--- src/hdl/bol_pkg.sv ---
package bol_pkg;

   localparam int CAPACITY = 16;
   localparam int IDX_W = $clog2(CAPACITY);
   localparam int CNT_W = $clog2(CAPACITY + 1);
   localparam int SUM_W = IDX_W + 1;

   typedef logic [IDX_W-1:0] idx_type;
   typedef logic [CNT_W-1:0] cnt_type;

   localparam logic [2:0] OP_INS_FRONT = 3'd0;
   localparam logic [2:0] OP_INS_END   = 3'd1;
   localparam logic [2:0] OP_READ_ALL  = 3'd2;
   localparam logic [2:0] OP_COUNT     = 3'd3;
   localparam logic [2:0] OP_DEL_FIRST = 3'd4;
   localparam logic [2:0] OP_DEL_LAST  = 3'd5;
   localparam logic [2:0] OP_DEL_POS   = 3'd6;

   localparam logic [1:0] ST_OK    = 2'd0;
   localparam logic [1:0] ST_EMPTY = 2'd1;
   localparam logic [1:0] ST_FULL  = 2'd2;

   typedef struct packed {
      logic [2:0]         opcode;
      logic signed [31:0] value;
      logic [7:0]         position;
   } req_type;

   typedef struct packed {
      logic signed [31:0] element;
      logic               element_valid;
      logic [4:0]         length;
      logic [1:0]         status;
      logic               last;
   } rsp_type;

   typedef struct packed {
      logic               en;
      idx_type            off;
      logic signed [31:0] data;
   } wr_type;

   // Adds an offset to a ring position and wraps at the list capacity.
   function automatic idx_type wrap_add(idx_type base, idx_type off);
      logic [SUM_W-1:0] sum;
      sum = {1'b0, base} + {1'b0, off};
      if (sum >= SUM_W'(CAPACITY)) begin
         sum = sum - SUM_W'(CAPACITY);
      end
      return sum[IDX_W-1:0];
   endfunction

endpackage

--- src/hdl/bol_store.sv ---
module bol_store import bol_pkg::*; (
   input  logic               clock,
   input  idx_type            head,
   input  idx_type            rd_off,
   input  wr_type             wr,
   output logic signed [31:0] rd_data
);

   logic signed [31:0] mem [CAPACITY];
   idx_type            rd_addr;
   idx_type            wr_addr;

   assign rd_addr = wrap_add(head, rd_off);
   assign wr_addr = wrap_add(head, wr.off);

   always_ff @(posedge clock) begin
      if (wr.en) begin
         mem[wr_addr] <= wr.data;
      end
      rd_data <= mem[rd_addr];
   end

endmodule

--- src/hdl/bounded_ordered_list_unit.sv ---
// Every command but a read-out of a non-empty list answers in the cycle after its acceptance.
// A read-out passes its first element through the memory read register and the response
// register, then one element per cycle while responses are taken, set by the single read port
// of the entry memory. A delete inside the list reads, then writes back, each later element.
// Synchronous active-high reset empties the list; the entry memory itself is not cleared.
module bounded_ordered_list_unit import bol_pkg::*; (
   input  logic    clock,
   input  logic    reset,
   input  logic    req_valid,
   output logic    req_ready,
   input  req_type req_data,
   output logic    rsp_valid,
   input  logic    rsp_ready,
   output rsp_type rsp_data
);

   localparam logic [1:0] S_IDLE  = 2'd0;
   localparam logic [1:0] S_READ  = 2'd1;
   localparam logic [1:0] S_SH_RD = 2'd2;
   localparam logic [1:0] S_SH_WR = 2'd3;

   logic [1:0]         state_ff, state_in;
   cnt_type            count_ff, count_in;
   idx_type            head_ff, head_in;
   idx_type            off_ff, off_in;
   logic               rsp_valid_ff, rsp_valid_in;
   rsp_type            rsp_ff, rsp_in;
   idx_type            rd_off;
   wr_type             wr;
   logic signed [31:0] rd_data;
   logic               slot_free;
   logic               accept;
   logic               single;
   logic [1:0]         status;
   logic               full;
   logic               empty;
   idx_type            last_off;
   idx_type            pos_off;

   bol_store u_store (
      .clock   (clock),
      .head    (head_ff),
      .rd_off  (rd_off),
      .wr      (wr),
      .rd_data (rd_data)
   );

   assign full     = (count_ff == CNT_W'(CAPACITY));
   assign empty    = (count_ff == '0);
   assign last_off = IDX_W'(count_ff - CNT_W'(1));
   assign pos_off  = (32'(req_data.position) >= 32'(last_off)) ? last_off
                                                               : IDX_W'(req_data.position);

   assign slot_free = !rsp_valid_ff || rsp_ready;
   assign req_ready = (state_ff == S_IDLE) && slot_free;
   assign accept    = req_valid && req_ready;

   always_comb begin
      state_in     = state_ff;
      count_in     = count_ff;
      head_in      = head_ff;
      off_in       = off_ff;
      rsp_valid_in = rsp_valid_ff && !rsp_ready;
      rsp_in       = rsp_ff;
      rd_off       = off_ff;
      wr           = '0;
      single       = 1'b0;
      status       = ST_OK;
      case (state_ff)
         S_IDLE: begin
            if (accept) begin
               single = 1'b1;
               case (req_data.opcode)
                  OP_INS_FRONT: begin
                     if (full) begin
                        status = ST_FULL;
                     end else begin
                        wr.en    = 1'b1;
                        wr.off   = IDX_W'(CAPACITY - 1);
                        wr.data  = req_data.value;
                        head_in  = wrap_add(head_ff, IDX_W'(CAPACITY - 1));
                        count_in = count_ff + CNT_W'(1);
                     end
                  end
                  OP_INS_END: begin
                     if (full) begin
                        status = ST_FULL;
                     end else begin
                        wr.en    = 1'b1;
                        wr.off   = IDX_W'(count_ff);
                        wr.data  = req_data.value;
                        count_in = count_ff + CNT_W'(1);
                     end
                  end
                  OP_READ_ALL: begin
                     if (!empty) begin
                        single   = 1'b0;
                        rd_off   = '0;
                        off_in   = '0;
                        state_in = S_READ;
                     end
                  end
                  OP_DEL_FIRST: begin
                     if (empty) begin
                        status = ST_EMPTY;
                     end else begin
                        head_in  = wrap_add(head_ff, IDX_W'(1));
                        count_in = count_ff - CNT_W'(1);
                     end
                  end
                  OP_DEL_LAST: begin
                     if (empty) begin
                        status = ST_EMPTY;
                     end else begin
                        count_in = count_ff - CNT_W'(1);
                     end
                  end
                  OP_DEL_POS: begin
                     if (empty) begin
                        status = ST_EMPTY;
                     end else begin
                        count_in = count_ff - CNT_W'(1);
                        if (pos_off == '0) begin
                           head_in = wrap_add(head_ff, IDX_W'(1));
                        end else if (pos_off != last_off) begin
                           off_in   = pos_off;
                           state_in = S_SH_RD;
                        end
                     end
                  end
                  default: begin
                  end
               endcase
            end
         end
         S_READ: begin
            if (slot_free) begin
               rsp_valid_in         = 1'b1;
               rsp_in.element       = rd_data;
               rsp_in.element_valid = 1'b1;
               rsp_in.length        = 5'(count_ff);
               rsp_in.status        = ST_OK;
               rsp_in.last          = (off_ff == last_off);
               if (off_ff == last_off) begin
                  state_in = S_IDLE;
               end else begin
                  off_in = off_ff + IDX_W'(1);
                  rd_off = off_ff + IDX_W'(1);
               end
            end
         end
         S_SH_RD: begin
            rd_off   = off_ff + IDX_W'(1);
            state_in = S_SH_WR;
         end
         S_SH_WR: begin
            wr.en   = 1'b1;
            wr.off  = off_ff;
            wr.data = rd_data;
            if (off_ff == last_off) begin
               state_in = S_IDLE;
            end else begin
               off_in   = off_ff + IDX_W'(1);
               state_in = S_SH_RD;
            end
         end
         default: begin
            state_in = S_IDLE;
         end
      endcase
      if (single) begin
         rsp_valid_in         = 1'b1;
         rsp_in.element       = '0;
         rsp_in.element_valid = 1'b0;
         rsp_in.length        = 5'(count_in);
         rsp_in.status        = status;
         rsp_in.last          = 1'b1;
      end
   end

   always_ff @(posedge clock) begin
      if (reset) begin
         state_ff     <= S_IDLE;
         count_ff     <= '0;
         head_ff      <= '0;
         off_ff       <= '0;
         rsp_valid_ff <= 1'b0;
      end else begin
         state_ff     <= state_in;
         count_ff     <= count_in;
         head_ff      <= head_in;
         off_ff       <= off_in;
         rsp_valid_ff <= rsp_valid_in;
      end
      rsp_ff <= rsp_in;
   end

   assign rsp_valid = rsp_valid_ff;
   assign rsp_data  = rsp_ff;

endmodule

--- config.mk ---
export PLATFORM = sky130hd
export DESIGN_NAME = bounded_ordered_list_unit
export DESIGN_NICKNAME = d
export VERILOG_FILES = /design/src/hdl/bol_pkg.sv /design/src/hdl/bol_store.sv /design/src/hdl/bounded_ordered_list_unit.sv
export SDC_FILE = /design/constraint.sdc
export NUM_CORES = 1
export LEC_CHECK = 0
export BUFFER_PORTS_ARGS = -buffer_cell sky130_fd_sc_hd__buf_2
export CAP_MARGIN = 10
export CORE_ASPECT_RATIO = 2
export CORE_MARGIN = 2
export CORE_UTILIZATION = 25
export DETAILED_ROUTE_END_ITERATION = 10
export GPL_TIMING_DRIVEN = 0
export RECOVER_POWER = 25
export SYNTH_ARGS = -nofsm -noshare
export SYNTH_HDL_FRONTEND = slang
export SYNTH_SLANG_ARGS = --single-unit
--- constraint.sdc ---
create_clock -name clock -period 7.2 [get_ports clock]
set_clock_uncertainty 0.05 [all_clocks]
set_input_delay 0.72 -clock clock [delete_from_list [all_inputs] [get_ports clock]]
set_output_delay 0.72 -clock clock [all_outputs]
set_load 0.02 [all_outputs]
==> results of run 1 <==
worst paths after layout:
kind | slack, ps | to | startpoint
setup / recovery | 370 | u_store.rd_data[17] | count_ff[0]
hold / removal | 400 | rsp_data[38] | u_store.rd_data[29]
setup reg to reg | 370 | u_store.rd_data[17] | count_ff[0]
hold reg to reg | 400 | rsp_data[38] | u_store.rd_data[29]
routing by layer:
layer / vias to the layer above / wire, um
li1: 6692 / -
met1: 7863 / 25500
met2: 757 / 40000
met3: 171 / 4950
met4: 8 / 3290
met5: - / 50
sequential cells by signal (all words and copies together), names as in the netlist:
name             count
count_ff             5
head_ff              4
off_ff               4
rsp_data            41
rsp_valid            1
state_ff             2
u_store.mem        512
u_store.rd_data     32
layout make-up:
cell class | instances | area (um^2) | area share [%]
buffer | 98 | 425 | 1.42
clock buffer | 70 | 1460 | 4.90
clock inverter | 21 | 269 | 0.900
inverter | 49 | 184 | 0.615
multi-input combinational | 877 | 7530 | 25.2
sequential | 601 | 17200 | 57.6
tap | 1336 | 1670 | 5.59
timing repair buffer | 154 | 1120 | 3.75
power groups by stage:
stage,logic (uW),clock network (uW),registers (uW)
4_1_cts,2210,2960,4070
3_3_place_gp,2140,0,4140
3_5_place_dp,2200,0,4140
6_report,2190,2910,4070
5_1_grt,2360,3070,4080
2_1_floorplan,1530,0,4130
cell usage after synthesis (3+ instances only):
master    count
ha_1         21
clkbuf_1     59
nand2b_1      7
nand3b_1      3
a21oi_1     125
o211ai_1      3
dfxtp_1      82
nand3_1      11
mux2i_1      36
buf_6         3
fa_1          3
and3_1        3
o32ai_1       3
xor2_1       10
and2_1        5
o22ai_1      64
a21o_1        4
nand2_1     101
inv_1        48
or4_1         3
nor3_1       24
buf_2        27
nor4_1        4
xnor2_1      10
a211oi_1      4
nor2b_1       5
edfxtp_1    519
o21a_1        5
or3_1         4
nor2_1      166
buf_1         7
o21ai_0      16
mux4_2      128
mux2_2       37
o21ai_1       3
a22oi_1      34
a31oi_1       5
kinds of logic (layout without fill, tap and decap cells):
logic type / Yosys count / in the layout
AND/OR/NAND/NOR: 347 / 347
XOR/XNOR: 23 / 23
flip-flops: 601 / 601
multiplexers: 203 / 203
adder cells (fa/ha/maj): 24 / 24
AO/OA/AOI/OAI: 280 / 280
buffers and inverters: 147 / 392
worst max-delay path: stages (launching register included):
cell	delay (ps)
dfxtp_1	390
buf_4	230
inv_1	130
ha_1	360
clkbuf_2	210
xor2_1	170
nand3_1	210
or2_2	200
clkbuf_1	500
a21oi_1	120
or3_1	320
o21ai_0	180
ha_1	250
inv_1	70
fa_1	560
clkbuf_1	750
clkbuf_1	730
mux4_2	410
mux2i_1	420
a21oi_1	140
o22ai_1	180
nor2_1	100
per-stage QoR:
step	cells	worst slack (ps)	setup TNS (ps)
4_1_cts	3205	430	0
3_3_place_gp	3049	-2890	-1355320
2_1_floorplan	1625	1250	0
6_report	3206	370	0
5_1_grt	3206	112	0
3_5_place_dp	3114	485	0
==> out/qor.yml, run 1 <==
synth.distinct_cells: 61
grt_pass1_vias: 16300
num_vias: 15500
synth_xor_xnor_area_share_pct: 0.910
drt-total-wl_um: 73900
report.final.slew_viol_count: 0
power.total_uw: 9170
start_kind: "flop"
synth-seq-cells: 601
grt_max_degree: 18
layout_common_cells: "edfxtp_1, nor2_1, mux4_2"
stdcell_area_um2: 29900
synth-simple-area-share_pct: 6.02
yosys_warnings: 0
cts_tree: "yes"
via_per_inst: 4.83
dpl_cell_area_um2: 28200
die_h_um: 454
vdd_drop_max_mv: 0.226
cts_buffer_depth: 3
synth_compound_area_share_pct: 6.68
fmax_mhz: 146
ys_seq_area_share_pct: 68.1
crit_type: "reg -> reg"
area_delta_synth_final_pct: 18.2
setup_viol: 0
power.share.sequential_pct: 44.4
grt_util_met3_pct: 2.64
critPathCaptureType: "flop"
syn_inst: 1625
grt-busiest-layer: "met2"
synth_top_area_cell: "edfxtp_1"
holdPathStages: 2
fillCellCount: 10000
clockPowerShare_pct: 31.8
power.leakage_uw: 0.0101
final_util_pct: 29.7
die_x_um: 229
synthAdderAreaFrac_pct: 1.28
switching_share_pct: 29.1
grt_pass1_wl_um: 107000
globalplace.congestion: 0.854
syn-cell-area_um2: 25300
first_pass_iters: 7
fin_crit_ps: 6830
yosys-top-cells-area: "edfxtp_1, mux4_2, dfxtp_1"
whs_ps: 402
mostFrequentLayoutCell: "edfxtp_1"
required_ps: 7610
grt-ovfl-total: 0
hold_path_class: "reg -> reg"
finalNetCount: 1902
grtUsageMet2_pct: 26.8
cts_resized: 0
yosys.area.top_type_share_pct: 61.6
synth_mux_area_share_pct: 14.6
synth.avg_cell_area_um2: 15.6
netSwitchingPower_uw: 2670
arrival_ps: 7240
cts_made_buffers: 50
maxSlewHeadroom_pct: 16.5
drc: 0
max_cap_viol_count: 0
cp_max_fo: 10
post_drt_wl_per_cell_um: 23.0
hold_viol: 0
grt_usage_pct: 13.9
h-tree-depth: 2
root_buffer: "clkbuf_16"
diodes: 0
finalCritPeriodShare_pct: 94.9
outcome: "completed"
ioPinCount: 90
post_cts_buffers: 0
rsz0062_at_grt: "no"
die_area_um2: 104000
pwr_density_cell_nw_per_um2: 307
drive_gt1_share_pct: 22.0
cts_sinks: 601
rr_worst_depth: 21
synth_top_family_by_area: "multiplexers"
start_util_pct: 25.1
synth_ff_type: "edfxtp_1"
clk_pin_slew_ps: 70
ant_nets: 0
drt_iter0_drc: 1493
p_int_uw: 6510
worstMarginPinSlew_ps: 1250
share_comb_of_total_power_pct: 23.9
io_buffers: 88
cts_hold_buf: 0
hpwlAfterDp_um: 54300
rows: 165
synth_nets: 1696
grt_util_met1_pct: 14.4
antenna_found_initial: 4
async_reset_ff_share_pct: 0
clk_latency_ps: 600
synth_edf_count: 519
placeableCoreArea_um2: 101000
Note: power is estimated with default switching activity, not from simulation.
==> run 2: changes to the inputs <==
- ABC_AREA: not set -> 1
==> run 2 against run 1 <==
  * Critical path type unchanged
  * Clock power about the same
  * The run now ends with DRC left
  * Die area down 0.19%
  * Critical endpoint is now u_store.rd_data[21]
  * Cell area down 1.2%
  * Critical path depth increased by 2
  * Highest routed layer is now met4
  * Area after synthesis fell by 0.19%
  * Hold slack gained 9.2 ps
==> out/qor.yml, run 2 <==
finalCritPeriodShare_pct: 88.0
tns_ps: 0
die_x_um: 229
cp_max_fo: 10
yosys_warnings: 0
critPathCaptureType: "flop"
placeableCoreArea_um2: 99900
synth.distinct_cells: 50
cts_made_buffers: 48
rr_endpoint: "u_store.rd_data[21]"
arrival_ps: 6810
yosysMostFrequentCell: "nand2_1"
setup_viol: 0
start_kind: "flop"
wl_met2_um: 43400
hpwlAfterDp_um: 59000
synth_top_area_cell: "edfxtp_1"
clockPowerShare_pct: 21.3
globalplace.congestion: 0.932
worstMarginPinSlew_ps: 1300
crit_type: "reg -> reg"
hold_viol: 0
cts_resized: 0
drt-total-wl_um: 82500
drt_iter0_drc: 1591
syn-cell-area_um2: 25200
violations: "DRC"
cts_buffer_depth: 3
report.final.slew_viol_count: 0
start_util_pct: 25.3
first_pass_iters: 8
share_comb_of_total_power_pct: 47.8
grt_pass1_wl_um: 117000
h-tree-depth: 2
cts_sinks: 601
wl_met3_um: 5110
grt_max_degree: 23
grt-ovfl-total: 0
p_int_uw: 7480
whs_endpoint: "count_ff[1]"
mostFrequentLayoutCell: "nand2_1"
rows: 164
r2r_start: "count_ff[0]"
yosys-top-cells-area: "edfxtp_1, nand2_1, dfxtp_1"
synth_nets: 2320
outcome: "finished, violations left"
required_ps: 7680
clk_pin_slew_ps: 70
fin_crit_ps: 6330
top_layer_used: "met4"
drc: 2
multi_input_area_um2: 7150
vdd_drop_max_mv: 0.236
holdCritStartpoint: "reset"
root_buffer: "clkbuf_16"
synth_ff_type: "edfxtp_1"
whs_ps: 412
power.share.sequential_pct: 30.9
ys_seq_area_share_pct: 68.2
synth-seq-cells: 601
max_cap_viol_count: 0
grt_pass1_vias: 18100
rsz0062_at_grt: "no"
fmax_mhz: 158
switching_share_pct: 44.9
post_drt_wl_per_cell_um: 21.8
synth_edf_count: 519
synth.avg_cell_area_um2: 11.2
ioPinCount: 90
r2r_slack_ps: 870
pwr_density_cell_nw_per_um2: 459
cts_hold_buf: 0
async_reset_ff_share_pct: 0
met1_length_um: 26600
clk_latency_ps: 620
netSwitchingPower_uw: 6090
grt_usage_pct: 15.4
hold_path_class: "in -> reg"
yosys.area.top_type_share_pct: 61.7
die_area_um2: 104000
fillCellCount: 10200
num_vias: 18100
regMostFlops: "u_store.mem"
area_delta_synth_final_pct: 17.0
cts_tree: "yes"
register_area_um2: 17200
drive_gt1_share_pct: 9.93
io_buffers: 89
die_h_um: 453
power.leakage_uw: 0.0104
finalNetCount: 2489
rr_worst_depth: 23
largest_reg_flops: 512
synth_common_cells: "nand2_1, edfxtp_1, o21ai_0, nor2_1, a21oi_1"
post_cts_buffers: 0
syn_inst: 2249
layout_common_cells: "nand2_1, edfxtp_1, o21ai_0"
antenna_found_initial: 1
holdPathStages: 2
ant_nets: 0
via_per_inst: 4.79
maxSlewHeadroom_pct: 13.2
==> run 2: cell types whose count changed after synthesis, moves of 37 or more <==
| cell | before | now |
|---|---|---|
| nand2_1 | 101 | 579 |
| a32o_1 | 0 | 65 |
| mux4_2 | 128 | 0 |
| inv_1 | 48 | 92 |
| mux2_2 | 37 | 0 |
| o21ai_0 | 16 | 219 |
| nand3_1 | 11 | 66 |
==> run 2: layout make-up <==
class	instances	share of cell area, %
Multi-Input combinational cell	1413	24.2
Tap cell	1328	5.63
Antenna cell	2	0.0169
Timing Repair Buffer	119	2.72
Clock inverter	28	1.25
Buffer	137	2.05
Clock buffer	62	4.56
Sequential cell	601	58.3
Inverter	98	1.25
==> run 2: worst max path at each step <==
stage | from | end | slack (ps) | depth (start not counted)
after floorplan | rsp_ready | u_store.mem[0][0] | 2910 | 13
after global placement | state_ff[0] | u_store.mem[12][8] | 460 | 9
after detailed placement | rsp_ready | u_store.rd_data[21] | 1400 | 20
after CTS | count_ff[0] | u_store.rd_data[21] | 1460 | 23
after global routing | count_ff[0] | u_store.rd_data[21] | 650 | 24
final | count_ff[0] | u_store.rd_data[21] | 870 | 23
==> run 2: cells by family after synthesis <==
logic type,Yosys count,synth area share (%)
adders and majority gates,24,1.28
buffers and inverters,235,3.89
DFF,601,68.2
and+or+nand+nor,889,14.7
xor gates and xnor gates,14,0.515
AOI/OAI and AO/OA,486,11.4
==> run 2: metrics by stage <==
stage               area, um^2  power [uW]  instances  setup WS (ps)  util [%]
floorplan                25200        8130       2249           2910         -
finish                   29500       13600       3788            867      29.6
CTS                      29600       13600       3778           1460      29.6
detailed placement       27900       10700       3688           1400      27.9
global placement         27400       10600       3666            461      27.4
global route             29500       14200       3787            653      29.6
==> run 2: power by group through the flow <==
stage          clock network (uW)  logic, uW  registers [uW]
6_report                     2890       6490            4190
5_1_grt                      3020       6960            4210
4_1_cts                      2910       6460            4190
3_5_place_dp                    0       6420            4270
3_3_place_gp                    0       6360            4270
2_1_floorplan                   0       3850            4280
==> run 2: critical path: stages (launching register included) <==
cell and delay, ps:
dfxtp_1 370, clkbuf_1 380, inv_1 270, ha_1 450, inv_1 150, nand2_1 110
nand4_2 140, nor2_8 200, nand3_1 120, nand3_1 130, o211ai_1 100, o21ai_0 160
nand2_1 80, ha_1 200, inv_1 80, fa_1 460, inv_1 110, clkbuf_1 690
clkbuf_1 810, a21oi_1 120, a32o_1 260, o21ai_0 490, nand3_1 180, nand2_1 130
==> run 2: per-layer routing <==
metal | up-vias | track usage, %
met5 | - | 0
met4 | 0 | 13.0
met3 | 311 | 2.37
met2 | 860 | 29.1
met1 | 8686 | 14.5
li1 | 8275 | -
